`src/sv/bounded_sorted_deque_defines.svh`:
```
// Assertion macros shared by the design files
`ifndef BOUNDED_SORTED_DEQUE_DEFINES_SVH
`define BOUNDED_SORTED_DEQUE_DEFINES_SVH

// Antecedent implies consequent in the same cycle
`define BSD_ASSERT_IMP(label, clk, rst, ante, cons, msg) \
   label: assert property (@(posedge clk) disable iff (rst) (ante) |-> (cons)) \
      else $error(msg);

// Antecedent implies consequent in the next cycle
`define BSD_ASSERT_NEXT(label, clk, rst, ante, cons, msg) \
   label: assert property (@(posedge clk) disable iff (rst) (ante) |=> (cons)) \
      else $error(msg);

`endif

```
`src/sv/bsd_pkg.sv`:
```
`timescale 1ns / 1ps
package bsd_pkg;
   localparam int Capacity = 16;
   localparam int CountW = $clog2(Capacity + 1);
   localparam int IdxW = $clog2(Capacity);

   typedef enum logic [2:0] {
      OP_PUSH_FRONT    = 3'd0,
      OP_PUSH_BACK     = 3'd1,
      OP_SORTED_INSERT = 3'd2,
      OP_POP_FRONT     = 3'd3,
      OP_POP_BACK      = 3'd4,
      OP_REMOVE        = 3'd5,
      OP_CONTAINS      = 3'd6,
      OP_NONE          = 3'd7
   } op_type;

   // controller -> datapath
   typedef struct packed {
      logic   capture;  // latch request word
      logic   execute;  // apply the latched operation to the cells
   } cmd_type;

   // datapath -> controller
   typedef struct packed {
      logic   done;
   } stat_type;
endpackage

```
`src/sv/bsd_datapath.sv`:
```
`timescale 1ns / 1ps
`include "bounded_sorted_deque_defines.svh"
module bsd_datapath (
   input  logic                            clock,
   input  logic                            reset,
   input  bsd_pkg::cmd_type                cmd,
   output bsd_pkg::stat_type               stat,
   input  logic [2:0]                      req_operation,
   input  logic signed [31:0]              req_value,
   output logic                            res_ok,
   output logic signed [31:0]              res_popped,
   output logic [bsd_pkg::CountW-1:0]      res_count
);
   import bsd_pkg::*;

   logic [31:0]       cell_ff [Capacity];
   logic [31:0]       cell_in [Capacity];
   logic [CountW-1:0] count_ff, count_in;
   logic [2:0]        op_ff;
   logic [31:0]       val_ff;
   logic              ok_ff, ok_in;
   logic [31:0]       pop_ff, pop_in;
   logic              done_ff;

   // per-cell compare results
   logic [Capacity-1:0] live, eq, gt, ins_here, rem_at, rem_first, gt_first;
   logic                full, empty, found;

   always_comb begin
      for (int i = 0; i < Capacity; i++) begin
         live[i] = (CountW'(i) < count_ff);
         eq[i]   = live[i] && (cell_ff[i] == val_ff);
         gt[i]   = live[i] && ($signed(cell_ff[i]) > $signed(val_ff));
      end
      // first match and first greater cell, found by prefix
      rem_first[0] = eq[0];
      gt_first[0]  = gt[0];
      for (int i = 1; i < Capacity; i++) begin
         rem_first[i] = eq[i] && !(|(eq & ((Capacity'(1) << i) - Capacity'(1))));
         gt_first[i]  = gt[i] && !(|(gt & ((Capacity'(1) << i) - Capacity'(1))));
      end
   end

   assign full  = (count_ff >= CountW'(Capacity));
   assign empty = (count_ff == '0);
   assign found = |eq;

   always_comb begin
      // insertion position: cells at or after pos shift back
      logic [Capacity-1:0] shift_back, shift_fwd;
      logic                do_ins, do_rem;
      shift_back = '0;
      shift_fwd  = '0;
      do_ins     = 1'b0;
      do_rem     = 1'b0;
      ok_in      = 1'b0;
      pop_in     = '0;
      count_in   = count_ff;
      ins_here   = '0;
      rem_at     = '0;
      case (op_type'(op_ff))
         OP_PUSH_FRONT: begin
            do_ins   = !full;
            ins_here[0] = 1'b1;
         end
         OP_PUSH_BACK: begin
            do_ins = !full;
            for (int i = 0; i < Capacity; i++)
               ins_here[i] = (CountW'(i) == count_ff);
         end
         OP_SORTED_INSERT: begin
            do_ins = !full;
            // before the first greater value, else at the back
            for (int i = 0; i < Capacity; i++)
               ins_here[i] = gt_first[i] || (!(|gt) && CountW'(i) == count_ff);
         end
         OP_POP_FRONT: begin
            do_rem    = !empty;
            rem_at[0] = 1'b1;
         end
         OP_POP_BACK: begin
            do_rem = !empty;
            for (int i = 0; i < Capacity; i++)
               rem_at[i] = (CountW'(i + 1) == count_ff);
         end
         OP_REMOVE: begin
            do_rem = found;
            rem_at = rem_first;
         end
         OP_CONTAINS: ok_in = found;
         default: ;
      endcase
      shift_back[0] = ins_here[0];
      shift_fwd[0]  = rem_at[0];
      for (int i = 1; i < Capacity; i++) begin
         shift_back[i] = ins_here[i] | shift_back[i-1];
         shift_fwd[i]  = rem_at[i]   | shift_fwd[i-1];
      end
      for (int i = 0; i < Capacity; i++) begin
         cell_in[i] = cell_ff[i];
         if (do_ins) begin
            if (ins_here[i])
               cell_in[i] = val_ff;
            else if (shift_back[i] && i > 0)
               cell_in[i] = cell_ff[(i > 0) ? i - 1 : 0];
         end else if (do_rem) begin
            if (shift_fwd[i] && i < Capacity - 1)
               cell_in[i] = cell_ff[(i < Capacity - 1) ? i + 1 : i];
         end
      end
      if (do_ins) begin
         ok_in    = 1'b1;
         count_in = count_ff + CountW'(1);
      end
      if (do_rem) begin
         ok_in    = 1'b1;
         count_in = count_ff - CountW'(1);
         if (op_type'(op_ff) != OP_REMOVE)
            for (int i = 0; i < Capacity; i++)
               if (rem_at[i]) pop_in = cell_ff[i];
      end
   end

   always_ff @(posedge clock) begin
      if (cmd.capture) begin
         op_ff  <= req_operation;
         val_ff <= req_value;
      end
      if (cmd.execute) begin
         for (int i = 0; i < Capacity; i++) cell_ff[i] <= cell_in[i];
         ok_ff  <= ok_in;
         pop_ff <= pop_in;
      end
   end

   always_ff @(posedge clock) begin
      if (reset) begin
         count_ff <= '0;
         done_ff  <= 1'b0;
      end else begin
         done_ff <= cmd.execute;
         if (cmd.execute) count_ff <= count_in;
      end
   end

   assign stat.done  = done_ff;
   assign res_ok     = ok_ff;
   assign res_popped = pop_ff;
   assign res_count  = count_ff;

   `BSD_ASSERT_IMP(a_count_max, clock, reset, 1'b1, count_ff <= CountW'(Capacity),
      "count beyond capacity")
   `BSD_ASSERT_NEXT(a_done_follows, clock, reset, cmd.execute, done_ff,
      "done did not follow execute")
   `BSD_ASSERT_IMP(a_no_ins_full, clock, reset, cmd.execute && full, count_in <= count_ff,
      "insert into full store")
endmodule

```
`src/sv/bsd_ctrl.sv`:
```
`timescale 1ns / 1ps
`include "bounded_sorted_deque_defines.svh"
module bsd_ctrl (
   input  logic               clock,
   input  logic               reset,
   input  logic               req_valid,
   output logic               req_stall,
   output logic               rsp_valid,
   input  logic               rsp_stall,
   output bsd_pkg::cmd_type   cmd,
   input  bsd_pkg::stat_type  stat
);
   import bsd_pkg::*;

   typedef enum logic [1:0] {S_IDLE, S_EXEC, S_WAIT} state_type;
   state_type state_ff;
   logic      valid_ff;

   assign req_stall   = (state_ff != S_IDLE) || (valid_ff && rsp_stall);
   assign cmd.capture = req_valid && !req_stall;
   assign cmd.execute = (state_ff == S_EXEC);
   assign rsp_valid   = valid_ff;

   always_ff @(posedge clock) begin
      if (reset) begin
         state_ff <= S_IDLE;
         valid_ff <= 1'b0;
      end else begin
         if (valid_ff && !rsp_stall) valid_ff <= 1'b0;
         case (state_ff)
            S_IDLE: if (cmd.capture) state_ff <= S_EXEC;
            S_EXEC: state_ff <= S_WAIT;
            S_WAIT: begin
               valid_ff <= 1'b1;
               state_ff <= S_IDLE;
            end
            default: state_ff <= S_IDLE;
         endcase
      end
   end

   `BSD_ASSERT_IMP(a_done_wait, clock, reset, stat.done, state_ff == S_WAIT,
      "done outside wait state")
   `BSD_ASSERT_NEXT(a_capture_exec, clock, reset, cmd.capture, state_ff == S_EXEC,
      "capture did not start execute")
   `BSD_ASSERT_IMP(a_no_overwrite, clock, reset, state_ff == S_WAIT, !valid_ff,
      "result overwritten")
endmodule

```
`src/sv/bounded_sorted_deque.sv`:
```
`timescale 1ns / 1ps
// channel   ports                                   direction
// req       req_valid req_stall req_operation       in
//           req_value
// rsp       rsp_valid rsp_stall rsp_ok              out
//           rsp_popped_value rsp_count
// Result valid after the accepted word is latched, then the cell row updates in S_EXEC, then S_WAIT sets valid.
// A new word is not accepted while the previous one is still in S_EXEC or S_WAIT.
// The whole row of cells compares and shifts together in the S_EXEC update.
// A new word is accepted once the previous result has been taken or is being taken.
// Reset clears the count and the handshake state; cell contents need no reset.
module bounded_sorted_deque (
   input  logic                          clock,
   input  logic                          reset,
   input  logic                          req_valid,
   output logic                          req_stall,
   input  logic [2:0]                    req_operation,
   input  logic signed [31:0]            req_value,
   output logic                          rsp_valid,
   input  logic                          rsp_stall,
   output logic                          rsp_ok,
   output logic signed [31:0]            rsp_popped_value,
   output logic [bsd_pkg::CountW-1:0]    rsp_count
);
   import bsd_pkg::*;

   cmd_type  cmd;
   stat_type stat;

   bsd_ctrl u_ctrl (
      .clock, .reset, .req_valid, .req_stall, .rsp_valid, .rsp_stall, .cmd, .stat
   );

   bsd_datapath u_dp (
      .clock, .reset, .cmd, .stat, .req_operation, .req_value,
      .res_ok(rsp_ok), .res_popped(rsp_popped_value), .res_count(rsp_count)
   );
endmodule
```
`config.mk`:
```
export PLATFORM = sky130hd
export DESIGN_NAME = bounded_sorted_deque
export DESIGN_NICKNAME = d
export VERILOG_FILES = /design/src/sv/bsd_pkg.sv /design/src/sv/bsd_datapath.sv /design/src/sv/bsd_ctrl.sv /design/src/sv/bounded_sorted_deque.sv
export VERILOG_INCLUDE_DIRS = /design/src /design/src/sv
export SDC_FILE = /design/constraint.sdc
export NUM_CORES = 2
export LEC_CHECK = 0
export BUFFER_PORTS_ARGS = -buffer_cell sky130_fd_sc_hd__buf_2
export CAP_MARGIN = 20
export CORE_MARGIN = 5
export CORE_UTILIZATION = 31
export DETAILED_ROUTE_END_ITERATION = 6
export PLACE_DENSITY = 0.42
export SYNTH_ARGS = -nofsm -noshare
export SYNTH_HDL_FRONTEND = slang
export SYNTH_SLANG_ARGS = --single-unit
export TNS_END_PERCENT = 5
```
`constraint.sdc`:
```
create_clock -name clock -period 13.75 [get_ports clock]
set_input_delay 0.6875 -clock clock [delete_from_list [all_inputs] [get_ports clock]]
set_output_delay 0.6875 -clock clock [all_outputs]
set_load 0.01 [all_outputs]
```
==> flow_metrics.env <==
export IMPL_use_met2_pct=39.4
export IMPL_via_per_inst=5.86
export IMPL_crit_family="simple AND/OR/NAND/NOR gates"
export IMPL_met1_usage_pct=35.8
export IMPL_rsz0062_at_grt="no"
export IMPL_setup_viol_count_final=0
export IMPL_start_util_pct=31.1
export IMPL_core_area_um2=143000
export IMPL_synth_top_flop_cell="edfxtp_1"
export IMPL_status="finished clean"
export IMPL_max_cap_viol_count=0
export IMPL_power_density_nw_per_um2=99.6
export IMPL_grtUsageTotal_pct=25.2
export IMPL_p_leak_nw=19.2
export IMPL_worstPathRequired_ps=14130
export IMPL_synthTopCellsByArea="edfxtp_1 (39%), ha_1 (15%), mux2i_1 (10%), nand2_1 (5.3%), a21oi_1 (3.9%)"
export IMPL_grt_antenna_before_repair=2
export IMPL_setup_tns_ps=0
export IMPL_fin_crit_ps=7740
export IMPL_critPathMostFrequentCell="a211oi_1"
export IMPL_vias=38369
export IMPL_drtPass1Iterations=7
export IMPL_place_hpwl_mm=140
export IMPL_peakVddDrop_mv=0.0818
export IMPL_drt_iter0_drc=4256
export IMPL_ctsResizeCount=0
export IMPL_grt_pass1_vias=36578
export IMPL_synth_net_count=5164
export IMPL_synth_area_um2=44500
export IMPL_globalplace_congestion=0.911
export IMPL_min_period_over_period_pct=56.3
export IMPL_die_area_um2=151000
export IMPL_busiest_layer="met2"
export IMPL_insertion_delay_ps=700
export IMPL_hold_buffers=0
export IMPL_cp_max_fo=24
export IMPL_drc=0
export IMPL_critPathBufInv=2
export IMPL_drive_gt1_share_pct=8.37
export IMPL_grt_overflow=0
export IMPL_startpoint_type="register"
export IMPL_arrival_ps=8120
export IMPL_cts_root_buf="clkbuf_16"
export IMPL_grt_pass1_wl_mm=280
export IMPL_cts_inserted_buffers=79
export IMPL_yosys_top_cells_count="nand2_1 (623), edfxtp_1 (580), ha_1 (517), mux2i_1 (449), a21oi_1 (349)"
export IMPL_path_class="reg -> reg"
export IMPL_die_height_um=389
export IMPL_cts_tree="built"
export IMPL_cts_clk_slew_worst_paths_ps=60
export IMPL_max_stage_delay_ps=990
export IMPL_clock_sinks=588
export IMPL_grt_max_degree=218
export IMPL_crit_chain="inv_1 -> ha_1 -> nand4_1 -> nor2_1 -> nand2_1 -> nor3_1 -> o31ai_1 -> and3_1 -> xnor2_1 -> a211oi_1 -> o31ai_4 -> a211oi_1 -> nor4bb_4 -> a311oi_4 -> buf_4"
export IMPL_synth_most_common_cell="nand2_1"
export IMPL_synth_edf_count=580
export IMPL_max_slew_margin_rel_pct=22.7
export IMPL_ys_types=95
export IMPL_clk_path_buf_depth=3
export IMPL_setup_worst_path_end_class="register"
export IMPL_die_w_um=389
export IMPL_wl_mm=198
export IMPL_ys_async_sr_fraction_pct=0
export IMPL_ctsHtreeMaxLevel=3
export IMPL_yosysWarnings=0
export IMPL_syn_inst=4608
export IMPL_skew_ps=28.1
export IMPL_met3_usage_pct=3.83
export IMPL_syn_avg_cell_area_um2=9.66
export IMPL_ios=79
export IMPL_post_cts_buffers=0
export IMPL_slew_viol_final=0
export IMPL_post_drt_wl_per_cell_um=30.2
export IMPL_area_growth_pct=12.3
export IMPL_antenna_left=0
export IMPL_antenna_cells=0
export IMPL_io_buffers=78
export IMPL_fin_nets=5138
export IMPL_max_freq_ghz=0.129
export IMPL_cp_slowest_cell="nor4bb_4"
export IMPL_ys_seq_area_share_pct=39.5
export IMPL_min_path_type="in -> reg"
export IMPL_row_count=139
export IMPL_tightest_slew_ps=1130
export IMPL_fin_util_pct=34.9
export IMPL_final_hold_viol_count=0
export IMPL_num_fill_cells=14483
export IMPL_synth_top_area_share_pct=39.1
export IMPL_ys_seq_elements=588
export IMPL_yosys_area_top_type="edfxtp_1"
-- where the power goes --
| group | leakage, nW | switching (mW) | internal [mW] |
|---|---|---|---|
| Sequential | 5.34 | 0.0690 | 2.03 |
| Clock | 1.31 | 0.894 | 1.31 |
| Combinational | 12.6 | 0.457 | 0.214 |
-- path summary, 6_finish.rpt --
check	depth (start not counted)	slack, ps	to	startpoint
worst min-delay path	1	180	u_dp.val_ff[18]	req_value[18]
worst max register to register	15	6010	u_dp.cell_ff[1][194]	u_dp.val_ff[25]
worst min register to register	2	470	u_ctrl.rsp_valid	u_ctrl.rsp_valid
worst max-delay path	15	6010	u_dp.cell_ff[1][194]	u_dp.val_ff[25]
-- layout make-up --
class	instances	area [µm²]	area share, %
Tap cell	1903	2380	4.77
Timing Repair Buffer	189	1260	2.51
Multi-Input combinational cell	3643	25800	51.6
Clock inverter	38	452	0.904
Sequential cell	588	17600	35.2
Inverter	81	304	0.608
Clock buffer	108	2210	4.43
-- layout by cell type, fill, tap and decap left out, types with 38 or more instances in the layout --
master / instances
o21ai_1: 251
nand3_1: 121
a22oi_1: 38
inv_1: 79
o21ai_0: 303
a21oi_1: 340
and3_1: 38
edfxtp_1: 580
nand4_1: 110
ha_1: 517
a31oi_1: 70
mux2i_1: 449
buf_4: 109
o221ai_1: 62
a211oi_1: 51
nor2_1: 181
o22ai_1: 67
a21o_1: 50
nand2_1: 623
buf_2: 78
clkbuf_16: 84
-- registers in the layout (all words and copies together) (netlist names) --
name and cells:
u_dp.cell_ff 512, u_dp.res_popped 32, u_dp.val_ff 32, u_dp.res_count 5, u_dp.op_ff 3, u_ctrl.state_ff 2, u_ctrl.rsp_valid 1, u_dp.res_ok 1
-- metal layers --
metal,routed length [µm],vias up
met4,6260,2
met2,88200,1306
met5,11,-
met3,12000,260
met1,91300,19137
li1,-,17664
-- per-stage QoR --
step / worst slack [ps] / hold WS, ps / instances / power, mW / cell area (µm²)
final: 6010 / 179 / 6550 / 4.98 / 50000
after global routing: 5830 / 147 / 6550 / 5.17 / 50000
after CTS: 6130 / 121 / 6549 / 5.02 / 49900
after detailed placement: 6220 / 465 / 6403 / 2.80 / 47300
after global placement: 6050 / 452 / 6403 / 2.79 / 47300
after floorplan: 6810 / 457 / 4608 / 2.53 / 44500
-- logic make-up (layout without fill, tap and decap cells) --
logic type	after synthesis	after routing	synth area share, %
AO/OA/AOI/OAI	1413	1413	19.1
XOR/XNOR	8	8	0.157
adder cells (fa/ha/maj)	517	517	14.5
buffers and inverters	377	416	3.66
flip-flops	588	588	39.5
multiplexers	450	450	10.1
AND/OR/NAND/NOR	1255	1255	13.0
(Power assumes the default switching activity.)
